==> config.mk <==
export PLATFORM = sky130hd
export DESIGN_NAME = stick_to_attitude_setpoint_core_flat
export DESIGN_NICKNAME = d
export VERILOG_FILES = /design/src/stas_pkg.sv /design/src/stas_in_if.sv /design/src/stas_out_if.sv /design/src/stas_cfg_if.sv /design/src/stas_mul.sv /design/src/stas_cordic.sv /design/src/stick_to_attitude_setpoint_core.sv /design/src/flat_wrapper.sv
export SDC_FILE = /design/constraint.sdc
export NUM_CORES = 2
export LEC_CHECK = 0
export BUFFER_PORTS_ARGS = -buffer_cell sky130_fd_sc_hd__buf_2
export CAP_MARGIN = 20
export CORE_UTILIZATION = 28
export DETAILED_ROUTE_END_ITERATION = 10
export GPL_ROUTABILITY_DRIVEN = 0
export GPL_TIMING_DRIVEN = 1
export HOLD_SLACK_MARGIN = 0.03
export SLEW_MARGIN = 20
export SYNTH_ARGS = -nofsm -noshare
export SYNTH_HDL_FRONTEND = slang
export SYNTH_SLANG_ARGS = --single-unit
==> constraint.sdc <==
create_clock -name clk -period 17.9 [get_ports clk]
set_clock_uncertainty 0.2 [all_clocks]
set_input_delay 1.79 -clock clk [delete_from_list [all_inputs] [get_ports clk]]
set_output_delay 1.79 -clock clk [all_outputs]
set_load 0.1 [all_outputs]
==> src/stas_pkg.sv <==
package stas_pkg;

  // fixed formats
  localparam int ANGLE_FRAC_BITS = 13;
  localparam int CORDIC_STEPS    = 14;
  localparam int ANG_W           = 16;
  localparam int PULSE_W         = 12;
  localparam int DB_W            = 10;
  localparam int LIM_W           = 15;
  localparam int CFG_DATA_W      = 15;
  localparam int CFG_IDX_W       = 2;
  localparam int FUNC_W          = 2;

  // event kinds
  localparam logic [FUNC_W-1:0] FUNC_NAV      = 2'd0;
  localparam logic [FUNC_W-1:0] FUNC_TAKEOVER = 2'd1;
  localparam logic [FUNC_W-1:0] FUNC_RELEASE  = 2'd2;

  // register indexes
  localparam logic [CFG_IDX_W-1:0] CFG_SERVO_CENTER = 2'd0;
  localparam logic [CFG_IDX_W-1:0] CFG_DEAD_BAND    = 2'd1;
  localparam logic [CFG_IDX_W-1:0] CFG_ANGLE_LIMIT  = 2'd2;

  localparam logic [PULSE_W-1:0] CENTER_RST = 12'd1500;
  localparam logic [DB_W-1:0]    DB_RST     = 10'd50;
  localparam logic [LIM_W-1:0]   LIM_RST    = 15'd8579;

  // stick scaling: q = floor((mag * 2^F + 2500) / 5000) via reciprocal
  localparam int STICK_SCALE = 5000;
  localparam int STICK_HALF  = STICK_SCALE / 2;
  localparam int NW          = PULSE_W + ANGLE_FRAC_BITS + 1;
  localparam int RECIP_SHIFT = NW;
  localparam int RECIP       = (2 ** NW) / STICK_SCALE;
  localparam int QW          = NW - PULSE_W;
  localparam int STEP_W      = 16;

  // CORDIC, Q30
  localparam int  ZW           = ANG_W + 30 - ANGLE_FRAC_BITS + 1;
  localparam int  XW           = 32;
  localparam int  CIW          = $clog2(CORDIC_STEPS);
  localparam longint Q30_PI      = 64'sd3373259426;
  localparam longint Q30_TWO_PI  = 64'sd6746518852;
  localparam longint Q30_HALF_PI = 64'sd1686629713;
  localparam longint Q30_GAIN    = 64'sd652032874;

  // shared multiplier
  localparam int MA_W = 32;
  localparam int MB_W = 16;
  localparam int PW   = MA_W + MB_W;
  localparam int DW   = PW - 30;

  typedef enum logic [2:0] {
    ST_IDLE,
    ST_MUL,
    ST_WB,
    ST_RND,
    ST_FIN
  } ctl_state_t;

  typedef enum logic [2:0] {
    CS_IDLE,
    CS_WRAP,
    CS_FOLD,
    CS_ITER,
    CS_DONE
  } cordic_state_t;

  typedef enum logic [3:0] {
    OP_E_EST,
    OP_E_FIX,
    OP_R_EST,
    OP_R_FIX,
    OP_A_EST,
    OP_A_FIX,
    OP_CE,
    OP_SR,
    OP_CR,
    OP_SE
  } mul_op_t;

  typedef struct packed {
    logic                 done;
    logic signed [XW-1:0] sin_q;
    logic signed [XW-1:0] cos_q;
  } cordic_res_t;

  function automatic logic signed [31:0] atan_entry(input logic [3:0] idx);
    logic signed [31:0] v;
    case (idx)
      4'd0:    v = 32'sd843314856;
      4'd1:    v = 32'sd497837829;
      4'd2:    v = 32'sd263043836;
      4'd3:    v = 32'sd133525158;
      4'd4:    v = 32'sd67021686;
      4'd5:    v = 32'sd33543515;
      4'd6:    v = 32'sd16775850;
      4'd7:    v = 32'sd8388437;
      4'd8:    v = 32'sd4194282;
      4'd9:    v = 32'sd2097149;
      4'd10:   v = 32'sd1048575;
      4'd11:   v = 32'sd524287;
      4'd12:   v = 32'sd262143;
      4'd13:   v = 32'sd131071;
      4'd14:   v = 32'sd65535;
      default: v = 32'sd32767;
    endcase
    return v;
  endfunction

endpackage

==> src/stas_in_if.sv <==
interface stas_in_if import stas_pkg::*; ();
  logic                    valid;
  logic                    ready;
  logic [FUNC_W-1:0]       func;
  logic signed [ANG_W-1:0] roll_angle;
  logic signed [ANG_W-1:0] pitch_angle;
  logic [PULSE_W-1:0]      elevator_pulse;
  logic [PULSE_W-1:0]      rudder_pulse;
  logic [PULSE_W-1:0]      aileron_pulse;

  modport source (
    output valid, func, roll_angle, pitch_angle, elevator_pulse, rudder_pulse,
           aileron_pulse,
    input  ready
  );
  modport sink (
    input  valid, func, roll_angle, pitch_angle, elevator_pulse, rudder_pulse,
           aileron_pulse,
    output ready
  );
endinterface

==> src/stas_out_if.sv <==
interface stas_out_if import stas_pkg::*; ();
  logic                    valid;
  logic                    ready;
  logic signed [ANG_W-1:0] pitch_target;
  logic signed [ANG_W-1:0] roll_target;
  logic signed [ANG_W-1:0] yaw_target;
  logic                    controller_enabled;
  logic                    controller_reset;

  modport source (
    output valid, pitch_target, roll_target, yaw_target, controller_enabled,
           controller_reset,
    input  ready
  );
  modport sink (
    input  valid, pitch_target, roll_target, yaw_target, controller_enabled,
           controller_reset,
    output ready
  );
endinterface

==> src/stas_cfg_if.sv <==
interface stas_cfg_if import stas_pkg::*; ();
  logic                  valid;
  logic                  ready;
  logic [CFG_IDX_W-1:0]  index;
  logic [CFG_DATA_W-1:0] data;

  modport source (output valid, index, data, input ready);
  modport sink (input valid, index, data, output ready);
endinterface

==> src/stas_mul.sv <==
module stas_mul import stas_pkg::*; (
  input  logic                 clk,
  input  logic signed [MA_W-1:0] a,
  input  logic signed [MB_W-1:0] b,
  output logic signed [PW-1:0]   p_r
);

  always_ff @(posedge clk) begin
    p_r <= a * b;
  end

endmodule

==> src/stas_cordic.sv <==
module stas_cordic import stas_pkg::*; (
  input  logic                    clk,
  input  logic                    rst_n,
  input  logic                    start,
  input  logic signed [ANG_W-1:0] angle,
  output cordic_res_t             res
);

  localparam logic signed [ZW-1:0] PI_Z      = ZW'(Q30_PI);
  localparam logic signed [ZW-1:0] TWO_PI_Z  = ZW'(Q30_TWO_PI);
  localparam logic signed [ZW-1:0] HALF_PI_Z = ZW'(Q30_HALF_PI);
  localparam logic signed [XW-1:0] GAIN_X    = XW'(Q30_GAIN);
  localparam logic [CIW-1:0]       I_LAST    = CIW'(CORDIC_STEPS - 1);

  cordic_state_t          state_r, state_nxt;
  logic signed [ZW-1:0]   z_r, z_nxt;
  logic signed [XW-1:0]   x_r, x_nxt;
  logic signed [XW-1:0]   y_r, y_nxt;
  logic                   neg_r, neg_nxt;
  logic [CIW-1:0]         i_r, i_nxt;
  logic signed [ZW-1:0]   z_start;
  logic signed [XW-1:0]   x_sh, y_sh;
  logic signed [ZW-1:0]   at_z;

  // Q(F) to Q30, sign extended
  assign z_start = {{(ZW-ANG_W){angle[ANG_W-1]}}, angle} <<< (30 - ANGLE_FRAC_BITS);
  assign x_sh    = x_r >>> i_r;
  assign y_sh    = y_r >>> i_r;
  assign at_z    = ZW'(atan_entry(4'(i_r)));

  always_comb begin
    state_nxt = state_r;
    case (state_r)
      CS_IDLE, CS_DONE: begin
        if (start) state_nxt = CS_WRAP;
      end
      CS_WRAP: state_nxt = CS_FOLD;
      CS_FOLD: state_nxt = CS_ITER;
      CS_ITER: begin
        if (i_r == I_LAST) state_nxt = CS_DONE;
      end
      default: state_nxt = CS_IDLE;
    endcase
  end

  always_comb begin
    z_nxt   = z_r;
    x_nxt   = x_r;
    y_nxt   = y_r;
    neg_nxt = neg_r;
    i_nxt   = i_r;
    case (state_r)
      CS_IDLE, CS_DONE: begin
        if (start) begin
          z_nxt = z_start;
          x_nxt = GAIN_X;
          y_nxt = '0;
          i_nxt = '0;
        end
      end
      CS_WRAP: begin
        if (z_r > PI_Z) z_nxt = z_r - TWO_PI_Z;
        else if (z_r <= -PI_Z) z_nxt = z_r + TWO_PI_Z;
      end
      CS_FOLD: begin
        neg_nxt = 1'b0;
        if (z_r > HALF_PI_Z) begin
          z_nxt   = z_r - PI_Z;
          neg_nxt = 1'b1;
        end else if (z_r < -HALF_PI_Z) begin
          z_nxt   = z_r + PI_Z;
          neg_nxt = 1'b1;
        end
      end
      CS_ITER: begin
        if (!z_r[ZW-1]) begin
          x_nxt = x_r - y_sh;
          y_nxt = y_r + x_sh;
          z_nxt = z_r - at_z;
        end else begin
          x_nxt = x_r + y_sh;
          y_nxt = y_r - x_sh;
          z_nxt = z_r + at_z;
        end
        i_nxt = i_r + CIW'(1);
      end
      default: ;
    endcase
  end

  always_comb begin
    res.done  = (state_r == CS_DONE);
    res.sin_q = neg_r ? -y_r : y_r;
    res.cos_q = neg_r ? -x_r : x_r;
  end

  always_ff @(posedge clk) begin
    if (!rst_n) begin
      state_r <= CS_IDLE;
    end else begin
      state_r <= state_nxt;
    end
    z_r   <= z_nxt;
    x_r   <= x_nxt;
    y_r   <= y_nxt;
    neg_r <= neg_nxt;
    i_r   <= i_nxt;
  end

endmodule

==> src/stick_to_attitude_setpoint_core.sv <==
// Stick to attitude setpoint core.
// in_chan carries one event per transaction: navigate step, takeover or
// release, with measured roll/pitch and the three raw stick pulses.
// out_chan returns exactly one result transaction per event: pitch, roll
// and yaw-rate setpoints plus controller enable and reset flags.
// cfg_chan writes servo_center, dead_band and angle_limit; it is always
// ready and must only be used while no event is in flight.
// Navigate: one shared 32x16 multiplier runs ten operations (stick scaling,
// then the roll rotation), each a multiply step and a write-back step, and
// waits on the CORDIC sine/cosine sequencer for the rotation products.
// Takeover, release and unused codes go from idle straight to the final step.
// in_chan.ready is high only while the sequencer is idle. The result sits
// in an output register, so a new event is taken while it waits; if the
// receiver stalls, the next result holds in the final step until the
// register frees up.
// Reset (rst_n low, synchronous) clears setpoints, disables the controller,
// drops out_chan.valid and restores the register defaults.
module stick_to_attitude_setpoint_core import stas_pkg::*; (
  input logic        clk,
  input logic        rst_n,
  stas_in_if.sink    in_chan,
  stas_out_if.source out_chan,
  stas_cfg_if.sink   cfg_chan
);

  localparam int SW = DW + 1;
  localparam logic signed [PW-1:0] ROUND_HALF = PW'(64'sd1 <<< 29);
  localparam logic signed [DW-1:0] YAW_MAX = DW'(32767);
  localparam logic signed [DW-1:0] YAW_MIN = DW'(-32768);

  ctl_state_t                   state_r, state_nxt;
  mul_op_t                      op_r, op_nxt;
  logic [PULSE_W-1:0]           center_r, center_nxt;
  logic [DB_W-1:0]              db_r, db_nxt;
  logic [LIM_W-1:0]             lim_r, lim_nxt;
  logic [FUNC_W-1:0]            func_r, func_nxt;
  logic signed [ANG_W-1:0]      roll_r, roll_nxt;
  logic signed [ANG_W-1:0]      pitch_r, pitch_nxt;
  logic [2:0][PULSE_W-1:0]      mag_r, mag_nxt;
  logic [2:0]                   neg_r, neg_nxt;
  logic [2:0]                   dz_r, dz_nxt;
  logic [QW-1:0]                qe_r, qe_nxt;
  logic [2:0][STEP_W-1:0]       step_r, step_nxt;
  logic signed [PW-1:0]         acc_dp_r, acc_dp_nxt;
  logic signed [PW-1:0]         acc_yw_r, acc_yw_nxt;
  logic signed [DW-1:0]         dp_r, dp_nxt;
  logic signed [DW-1:0]         yw_r, yw_nxt;
  logic signed [ANG_W-1:0]      pitch_set_r, pitch_set_nxt;
  logic signed [ANG_W-1:0]      roll_set_r, roll_set_nxt;
  logic signed [ANG_W-1:0]      yaw_set_r, yaw_set_nxt;
  logic                         en_r, en_nxt;
  logic signed [ANG_W-1:0]      out_pitch_r, out_pitch_nxt;
  logic signed [ANG_W-1:0]      out_roll_r, out_roll_nxt;
  logic signed [ANG_W-1:0]      out_yaw_r, out_yaw_nxt;
  logic                         out_en_r, out_en_nxt;
  logic                         out_rst_r, out_rst_nxt;
  logic                         out_valid_r, out_valid_nxt;

  logic                         in_acc, cfg_acc, out_free;
  logic                         in_ready_c, cordic_start, fin_load;
  logic signed [MA_W-1:0]       mul_a;
  logic signed [MB_W-1:0]       mul_b;
  logic signed [PW-1:0]         mul_p;
  cordic_res_t                  cres;
  logic [2:0][PULSE_W-1:0]      pulse_in;
  logic [1:0]                   kk;
  logic [NW-1:0]                n_sel;
  logic [NW-1:0]                r_v;
  logic [QW-1:0]                q_v;
  logic [STEP_W-1:0]            step_v;
  logic signed [PW-1:0]         rnd_dp, rnd_yw;
  logic signed [SW-1:0]         pitch_sum, roll_sum, lim_p, lim_n;

  stas_mul u_mul (
    .clk (clk),
    .a   (mul_a),
    .b   (mul_b),
    .p_r (mul_p)
  );

  stas_cordic u_cordic (
    .clk   (clk),
    .rst_n (rst_n),
    .start (cordic_start),
    .angle (in_chan.roll_angle),
    .res   (cres)
  );

  assign in_acc   = in_chan.valid && in_chan.ready;
  assign cfg_acc  = cfg_chan.valid && cfg_chan.ready;
  assign out_free = !out_valid_r || out_chan.ready;
  assign pulse_in = {in_chan.aileron_pulse, in_chan.rudder_pulse, in_chan.elevator_pulse};

  // stick element handled by the current scaling op
  assign kk    = op_r[2:1];
  assign n_sel = {1'b0, mag_r[kk], {ANGLE_FRAC_BITS{1'b0}}} + NW'(STICK_HALF);
  // estimate is at most one short
  assign r_v    = n_sel - mul_p[NW-1:0];
  assign q_v    = (r_v >= NW'(STICK_SCALE)) ? qe_r + QW'(1) : qe_r;
  assign step_v = dz_r[kk] ? '0 :
                  (neg_r[kk] ? STEP_W'(0) - STEP_W'(q_v) : STEP_W'(q_v));

  assign rnd_dp    = acc_dp_r + ROUND_HALF;
  assign rnd_yw    = acc_yw_r + ROUND_HALF;
  assign pitch_sum = SW'(pitch_set_r) + SW'(dp_r);
  assign roll_sum  = SW'(roll_set_r) + SW'($signed(step_r[2]));
  assign lim_p     = SW'({1'b0, lim_r});
  assign lim_n     = -lim_p;

  assign in_chan.ready              = in_ready_c;
  assign cfg_chan.ready             = 1'b1;
  assign out_chan.valid             = out_valid_r;
  assign out_chan.pitch_target      = out_pitch_r;
  assign out_chan.roll_target       = out_roll_r;
  assign out_chan.yaw_target        = out_yaw_r;
  assign out_chan.controller_enabled = out_en_r;
  assign out_chan.controller_reset  = out_rst_r;

  // next state
  always_comb begin
    state_nxt = state_r;
    case (state_r)
      ST_IDLE: begin
        if (in_acc) state_nxt = (in_chan.func == FUNC_NAV) ? ST_MUL : ST_FIN;
      end
      ST_MUL: begin
        if (!(op_r == OP_CE && !cres.done)) state_nxt = ST_WB;
      end
      ST_WB:   state_nxt = (op_r == OP_SE) ? ST_RND : ST_MUL;
      ST_RND:  state_nxt = ST_FIN;
      ST_FIN: begin
        if (out_free) state_nxt = ST_IDLE;
      end
      default: state_nxt = ST_IDLE;
    endcase
  end

  // sequencer outputs
  always_comb begin
    in_ready_c   = (state_r == ST_IDLE);
    cordic_start = in_acc && (in_chan.func == FUNC_NAV);
    fin_load     = (state_r == ST_FIN) && out_free;
    mul_a        = '0;
    mul_b        = '0;
    if (state_r == ST_MUL) begin
      case (op_r)
        OP_E_EST, OP_R_EST, OP_A_EST: begin
          mul_a = MA_W'(n_sel);
          mul_b = MB_W'(RECIP);
        end
        OP_E_FIX, OP_R_FIX, OP_A_FIX: begin
          mul_a = MA_W'(qe_r);
          mul_b = MB_W'(STICK_SCALE);
        end
        OP_CE: begin
          mul_a = cres.cos_q;
          mul_b = $signed(step_r[0]);
        end
        OP_SR: begin
          mul_a = cres.sin_q;
          mul_b = $signed(step_r[1]);
        end
        OP_CR: begin
          mul_a = cres.cos_q;
          mul_b = $signed(step_r[1]);
        end
        OP_SE: begin
          mul_a = cres.sin_q;
          mul_b = $signed(step_r[0]);
        end
        default: ;
      endcase
    end
  end

  // datapath
  always_comb begin
    logic signed [PULSE_W:0] d_v;
    d_v           = '0;
    center_nxt    = center_r;
    db_nxt        = db_r;
    lim_nxt       = lim_r;
    func_nxt      = func_r;
    roll_nxt      = roll_r;
    pitch_nxt     = pitch_r;
    mag_nxt       = mag_r;
    neg_nxt       = neg_r;
    dz_nxt        = dz_r;
    op_nxt        = op_r;
    qe_nxt        = qe_r;
    step_nxt      = step_r;
    acc_dp_nxt    = acc_dp_r;
    acc_yw_nxt    = acc_yw_r;
    dp_nxt        = dp_r;
    yw_nxt        = yw_r;
    pitch_set_nxt = pitch_set_r;
    roll_set_nxt  = roll_set_r;
    yaw_set_nxt   = yaw_set_r;
    en_nxt        = en_r;
    out_pitch_nxt = out_pitch_r;
    out_roll_nxt  = out_roll_r;
    out_yaw_nxt   = out_yaw_r;
    out_en_nxt    = out_en_r;
    out_rst_nxt   = out_rst_r;
    out_valid_nxt = out_valid_r && !out_chan.ready;

    if (cfg_acc) begin
      case (cfg_chan.index)
        CFG_SERVO_CENTER: center_nxt = cfg_chan.data[PULSE_W-1:0];
        CFG_DEAD_BAND:    db_nxt     = cfg_chan.data[DB_W-1:0];
        CFG_ANGLE_LIMIT:  lim_nxt    = cfg_chan.data[LIM_W-1:0];
        default: ;
      endcase
    end

    case (state_r)
      ST_IDLE: begin
        if (in_acc) begin
          func_nxt  = in_chan.func;
          roll_nxt  = in_chan.roll_angle;
          pitch_nxt = in_chan.pitch_angle;
          op_nxt    = OP_E_EST;
          for (int k = 0; k < 3; k++) begin
            d_v        = $signed({1'b0, pulse_in[k]}) - $signed({1'b0, center_r});
            neg_nxt[k] = d_v[PULSE_W];
            mag_nxt[k] = d_v[PULSE_W] ? PULSE_W'(-d_v) : d_v[PULSE_W-1:0];
            dz_nxt[k]  = (mag_nxt[k] < {{(PULSE_W-DB_W){1'b0}}, db_r});
          end
        end
      end
      ST_WB: begin
        case (op_r)
          OP_E_EST, OP_R_EST, OP_A_EST: qe_nxt = mul_p[RECIP_SHIFT +: QW];
          OP_E_FIX, OP_R_FIX, OP_A_FIX: step_nxt[kk] = step_v;
          OP_CE: acc_dp_nxt = -mul_p;
          OP_SR: acc_dp_nxt = acc_dp_r - mul_p;
          OP_CR: acc_yw_nxt = mul_p;
          OP_SE: acc_yw_nxt = acc_yw_r - mul_p;
          default: ;
        endcase
        if (op_r != OP_SE) op_nxt = mul_op_t'(op_r + 4'd1);
      end
      ST_RND: begin
        // round half up, Q(F+30) to Q(F)
        dp_nxt = rnd_dp[30 +: DW];
        yw_nxt = rnd_yw[30 +: DW];
      end
      ST_FIN: begin
        if (fin_load) begin
          out_rst_nxt = 1'b0;
          case (func_r)
            FUNC_NAV: begin
              if (pitch_sum > lim_p)      pitch_set_nxt = ANG_W'(lim_p);
              else if (pitch_sum < lim_n) pitch_set_nxt = ANG_W'(lim_n);
              else                        pitch_set_nxt = ANG_W'(pitch_sum);
              if (roll_sum > lim_p)       roll_set_nxt = ANG_W'(lim_p);
              else if (roll_sum < lim_n)  roll_set_nxt = ANG_W'(lim_n);
              else                        roll_set_nxt = ANG_W'(roll_sum);
              if (yw_r > YAW_MAX)         yaw_set_nxt = ANG_W'(YAW_MAX);
              else if (yw_r < YAW_MIN)    yaw_set_nxt = ANG_W'(YAW_MIN);
              else                        yaw_set_nxt = ANG_W'(yw_r);
            end
            FUNC_TAKEOVER: begin
              // measured attitude loads unsaturated
              pitch_set_nxt = pitch_r;
              roll_set_nxt  = roll_r;
              yaw_set_nxt   = '0;
              en_nxt        = 1'b1;
              out_rst_nxt   = 1'b1;
            end
            FUNC_RELEASE: en_nxt = 1'b0;
            default: ;
          endcase
          out_pitch_nxt = pitch_set_nxt;
          out_roll_nxt  = roll_set_nxt;
          out_yaw_nxt   = yaw_set_nxt;
          out_en_nxt    = en_nxt;
          out_valid_nxt = 1'b1;
        end
      end
      default: ;
    endcase
  end

  always_ff @(posedge clk) begin
    if (!rst_n) begin
      state_r     <= ST_IDLE;
      op_r        <= OP_E_EST;
      center_r    <= CENTER_RST;
      db_r        <= DB_RST;
      lim_r       <= LIM_RST;
      pitch_set_r <= '0;
      roll_set_r  <= '0;
      yaw_set_r   <= '0;
      en_r        <= 1'b0;
      out_valid_r <= 1'b0;
    end else begin
      state_r     <= state_nxt;
      op_r        <= op_nxt;
      center_r    <= center_nxt;
      db_r        <= db_nxt;
      lim_r       <= lim_nxt;
      pitch_set_r <= pitch_set_nxt;
      roll_set_r  <= roll_set_nxt;
      yaw_set_r   <= yaw_set_nxt;
      en_r        <= en_nxt;
      out_valid_r <= out_valid_nxt;
    end
    func_r      <= func_nxt;
    roll_r      <= roll_nxt;
    pitch_r     <= pitch_nxt;
    mag_r       <= mag_nxt;
    neg_r       <= neg_nxt;
    dz_r        <= dz_nxt;
    qe_r        <= qe_nxt;
    step_r      <= step_nxt;
    acc_dp_r    <= acc_dp_nxt;
    acc_yw_r    <= acc_yw_nxt;
    dp_r        <= dp_nxt;
    yw_r        <= yw_nxt;
    out_pitch_r <= out_pitch_nxt;
    out_roll_r  <= out_roll_nxt;
    out_yaw_r   <= out_yaw_nxt;
    out_en_r    <= out_en_nxt;
    out_rst_r   <= out_rst_nxt;
  end

endmodule

==> src/flat_wrapper.sv <==
// flat-port wrapper written by rule: the top's interface ports become plain ports
module stick_to_attitude_setpoint_core_flat import stas_pkg::*;
  (clk, rst_n, in_chan_valid, in_chan_func, in_chan_roll_angle, in_chan_pitch_angle, in_chan_elevator_pulse, in_chan_rudder_pulse, in_chan_aileron_pulse, in_chan_ready, out_chan_valid, out_chan_pitch_target, out_chan_roll_target, out_chan_yaw_target, out_chan_controller_enabled, out_chan_controller_reset, out_chan_ready, cfg_chan_valid, cfg_chan_index, cfg_chan_data, cfg_chan_ready);
  stas_in_if in_chan_i ();
  stas_out_if out_chan_i ();
  stas_cfg_if cfg_chan_i ();
  input logic clk;
  input logic rst_n;
  input wire logic [$bits(in_chan_i.valid)-1:0] in_chan_valid;
  input wire logic [$bits(in_chan_i.func)-1:0] in_chan_func;
  input wire logic [$bits(in_chan_i.roll_angle)-1:0] in_chan_roll_angle;
  input wire logic [$bits(in_chan_i.pitch_angle)-1:0] in_chan_pitch_angle;
  input wire logic [$bits(in_chan_i.elevator_pulse)-1:0] in_chan_elevator_pulse;
  input wire logic [$bits(in_chan_i.rudder_pulse)-1:0] in_chan_rudder_pulse;
  input wire logic [$bits(in_chan_i.aileron_pulse)-1:0] in_chan_aileron_pulse;
  output wire logic [$bits(in_chan_i.ready)-1:0] in_chan_ready;
  output wire logic [$bits(out_chan_i.valid)-1:0] out_chan_valid;
  output wire logic [$bits(out_chan_i.pitch_target)-1:0] out_chan_pitch_target;
  output wire logic [$bits(out_chan_i.roll_target)-1:0] out_chan_roll_target;
  output wire logic [$bits(out_chan_i.yaw_target)-1:0] out_chan_yaw_target;
  output wire logic [$bits(out_chan_i.controller_enabled)-1:0] out_chan_controller_enabled;
  output wire logic [$bits(out_chan_i.controller_reset)-1:0] out_chan_controller_reset;
  input wire logic [$bits(out_chan_i.ready)-1:0] out_chan_ready;
  input wire logic [$bits(cfg_chan_i.valid)-1:0] cfg_chan_valid;
  input wire logic [$bits(cfg_chan_i.index)-1:0] cfg_chan_index;
  input wire logic [$bits(cfg_chan_i.data)-1:0] cfg_chan_data;
  output wire logic [$bits(cfg_chan_i.ready)-1:0] cfg_chan_ready;
  assign in_chan_i.valid = in_chan_valid;
  assign in_chan_i.func = in_chan_func;
  assign in_chan_i.roll_angle = in_chan_roll_angle;
  assign in_chan_i.pitch_angle = in_chan_pitch_angle;
  assign in_chan_i.elevator_pulse = in_chan_elevator_pulse;
  assign in_chan_i.rudder_pulse = in_chan_rudder_pulse;
  assign in_chan_i.aileron_pulse = in_chan_aileron_pulse;
  assign in_chan_ready = in_chan_i.ready;
  assign out_chan_valid = out_chan_i.valid;
  assign out_chan_pitch_target = out_chan_i.pitch_target;
  assign out_chan_roll_target = out_chan_i.roll_target;
  assign out_chan_yaw_target = out_chan_i.yaw_target;
  assign out_chan_controller_enabled = out_chan_i.controller_enabled;
  assign out_chan_controller_reset = out_chan_i.controller_reset;
  assign out_chan_i.ready = out_chan_ready;
  assign cfg_chan_i.valid = cfg_chan_valid;
  assign cfg_chan_i.index = cfg_chan_index;
  assign cfg_chan_i.data = cfg_chan_data;
  assign cfg_chan_ready = cfg_chan_i.ready;
  stick_to_attitude_setpoint_core u_core (.clk(clk), .rst_n(rst_n), .in_chan(in_chan_i), .out_chan(out_chan_i), .cfg_chan(cfg_chan_i));
endmodule
==> out/metrics.yaml <==
syn_area_um2: 67240
antenna_found_initial: 7
firstDrtPassIters: 11
dp_hpwl_mm: 165.8
synth_nets: 8779
synth_enable_flop_cells: 420
overflow: 0
grt_pass1_vias: 55920
async_flop_share: 0
cts_hold_buf: 0
hp-class: "flop to flop"
powerDensity_nw_per_um2: 122.8
critPathKind: "flop to flop"
fin_setup_tns_ns: 0
cts_tree: "done"
place_inst: 10717
violations: "design-rule violations"
muxShareOfSynthArea: 0.04008
arrival_ns: 11.51
yosys_warnings: 0
slew_viol_final: 0
cts_resized: 0
synth_compound_area_frac: 0.1720
critPathTopFamily: "adder cells"
max_slew_margin: 0.2050
portBuffers: 143
grt_pass1_wl_mm: 325.9
synth_flop_cell: "edfxtp_1"
grt_use_total: 0.1704
layout.cells.non_filler: 10853
worst_pin_slew_ns: 1.192
maxCapViolations: 0
areaGrowthSynthToFinish_pct: 10.18
num_io_pins: 145
synthSimpleGateAreaFrac: 0.1564
die_y_um: 492.0
cp.required_ns: 18.30
clk_pin_slew_ns: 0.07
grt_max_degree: 96
end_kind: "flop"
ir_drop_uv: 74.73
ys_seq_area_frac: 0.2394
placementRows: 179
drt_iter0_markers: 5124
root_buffer: "clkbuf_16"
die_area_um2: 242100
regArea_um2: 16100
netlist_instances: 7648
outcome: "finished with violations"
hold_viol: 0
grt_setup_unrepaired: "no"
synth_xor_area_frac: 0.07879
synthAdderAreaFrac: 0.2489
multi_input_area_um2: 47080
switching_share: 0.4681
core_um2: 238300
viasPerCell: 5.244
final_cell_mix: "inv_1 (797), nand2_1 (791), nor2_1 (717)"
setup_viol: 0
finalCriticalPeriod_ns: 11.11
drive_above_1_share: 0.07462
cts_buffer_depth: 3
period_share: 0.6207
fillers: 24799
synth.distinct_cells: 106
comb_power_share: 0.601
crit_fanout: 26
cpMaxStageDelayCell: "a2111oi_0"
cts-buffers-inserted: 70
internal_power_mw: 4.839
die_x_um: 492.0
start_util: 0.2822
clk_latency_ns: 0.69
switchingPower_mw: 4.259
startpoint_type: "flop"
p_leak_nw: 31.01
cts.sinks: 594
num_vias: 56914
cpPeakStageDelay_ns: 0.99
wirelength_mm: 211.5
nets: 8753
yosys.area.top_type_share: 0.1876
total_power_mw: 9.099
crit_buf_inv: 6
final_common_cell: "inv_1"
synth_top_family_by_area: "adder cells"
max_freq_mhz: 90.01
drtAntennaViolNets: 0
critPathMostFrequentCell: "fa_1"
ys_ff_latch: 594
seqPwrFrac: 0.223
htreeDepth: 3
wl_per_cell_um: 19.49
cts_setup_buffers: 0
power_frac_clock: 0.177
avgSynthCellArea_um2: 8.792
ys_top_cells_by_area: "edfxtp_1 (19%), fa_1 (15%), ha_1 (10%)"
synth_top_area_cell: "edfxtp_1"
drcViolationCount: 14
worst register-to-register path, delay by kind of cell (launching register included):
kind	cells	cell delay (ns)
adders and majority gates	8	3.92
xor gates and xnor gates	1	0.16
DFF	1	0.82
AOI/OAI and AO/OA	8	2.85
and+or+nand+nor	8	2.17
buffers and inverters	6	0.89
path summary, 6_finish.rpt:
kind	start	to	slack, ns	depth (start not counted)
worst min register to register	u_core.yaw_set_r[0]	u_core.yaw_set_r[0]	0.27	2
worst max-delay path	u_core.op_r[1]	u_core.u_mul.p_r[46]	6.79	31
worst max register to register	u_core.op_r[1]	u_core.u_mul.p_r[46]	6.79	31
worst min-delay path	u_core.yaw_set_r[0]	u_core.yaw_set_r[0]	0.27	2
state kept, by name, summed over array words and instances (netlist names), 18 cells and up:
register	flops
u_core.acc_dp_r	48
u_core.u_cordic.y_r	32
u_core.u_mul.p_r	48
u_core.mag_r	36
u_core.u_cordic.z_r	34
u_core.acc_yw_r	48
u_core.step_r	45
u_core.u_cordic.at_z	29
u_core.yw_r	18
u_core.dp_r	18
u_core.u_cordic.x_r	32
layout make-up:
cell class,count,area share
Antenna cell,7,0.0002364
Inverter,804,0.04079
Multi-Input combinational cell,5925,0.6355
Tap cell,3167,0.05349
Sequential cell,594,0.2173
Clock inverter,37,0.006587
Clock buffer,92,0.02798
Timing Repair Buffer,227,0.01821
cell usage after synthesis (67+ instances only):
cell type and count:
o21ai_0 445, mux2i_1 81, inv_1 800, dfxtp_1 174, ha_1 541, a31oi_1 79, edfxtp_1 420, nand3_1 100
o21a_1 74, and3_1 67, nand2_1 794, nor2_1 724, a21oi_1 443, nand2b_1 86, fa_1 498, xnor2_1 372
xor2_1 231, clkbuf_1 269, a21o_1 176, nor3_1 110, nor2b_1 89
logic make-up (layout without fill, tap and decap cells):
family          Yosys count  after routing
xor+xnor                604            604
other cells               1              8
buf+inv                1129           1160
compound gates         1800           1800
simple gates           2298           2298
flops                   594            594
fa+ha+maj              1039           1039
mux                     183            183
power groups by stage:
stage,Combinational (mW),Clock [mW],Sequential (mW)
after floorplan,4.10,0,2.01
after global placement,5.26,0,2.04
after detailed placement,5.36,0,2.04
after CTS,5.40,1.64,2.02
after global routing,6.03,1.69,2.05
final,5.47,1.61,2.03
stage by stage:
step / hold slack (ns) / utilization / setup slack (ns) / instance area, µm²
after floorplan: 0.2064 / - / 8.396 / 67240
after global placement: 0.2509 / 0.2999 / 7.307 / 71460
after detailed placement: 0.2614 / 0.3000 / 6.908 / 71490
after CTS: 0.2700 / 0.3108 / 6.847 / 74050
after global routing: 0.2902 / 0.3108 / 6.315 / 74070
final: 0.2691 / 0.3109 / 6.790 / 74080
routing by layer:
layer | vias to the layer above | GRT usage | wire length [µm]
met5 | - | 0 | 13
met3 | 361 | 0.02836 | 16430
met2 | 2156 | 0.2753 | 95960
met4 | 2 | 0.05979 | 7589
met1 | 27938 | 0.2283 | 91540
li1 | 26457 | - | -
Note: power is estimated with default switching activity, not from simulation.
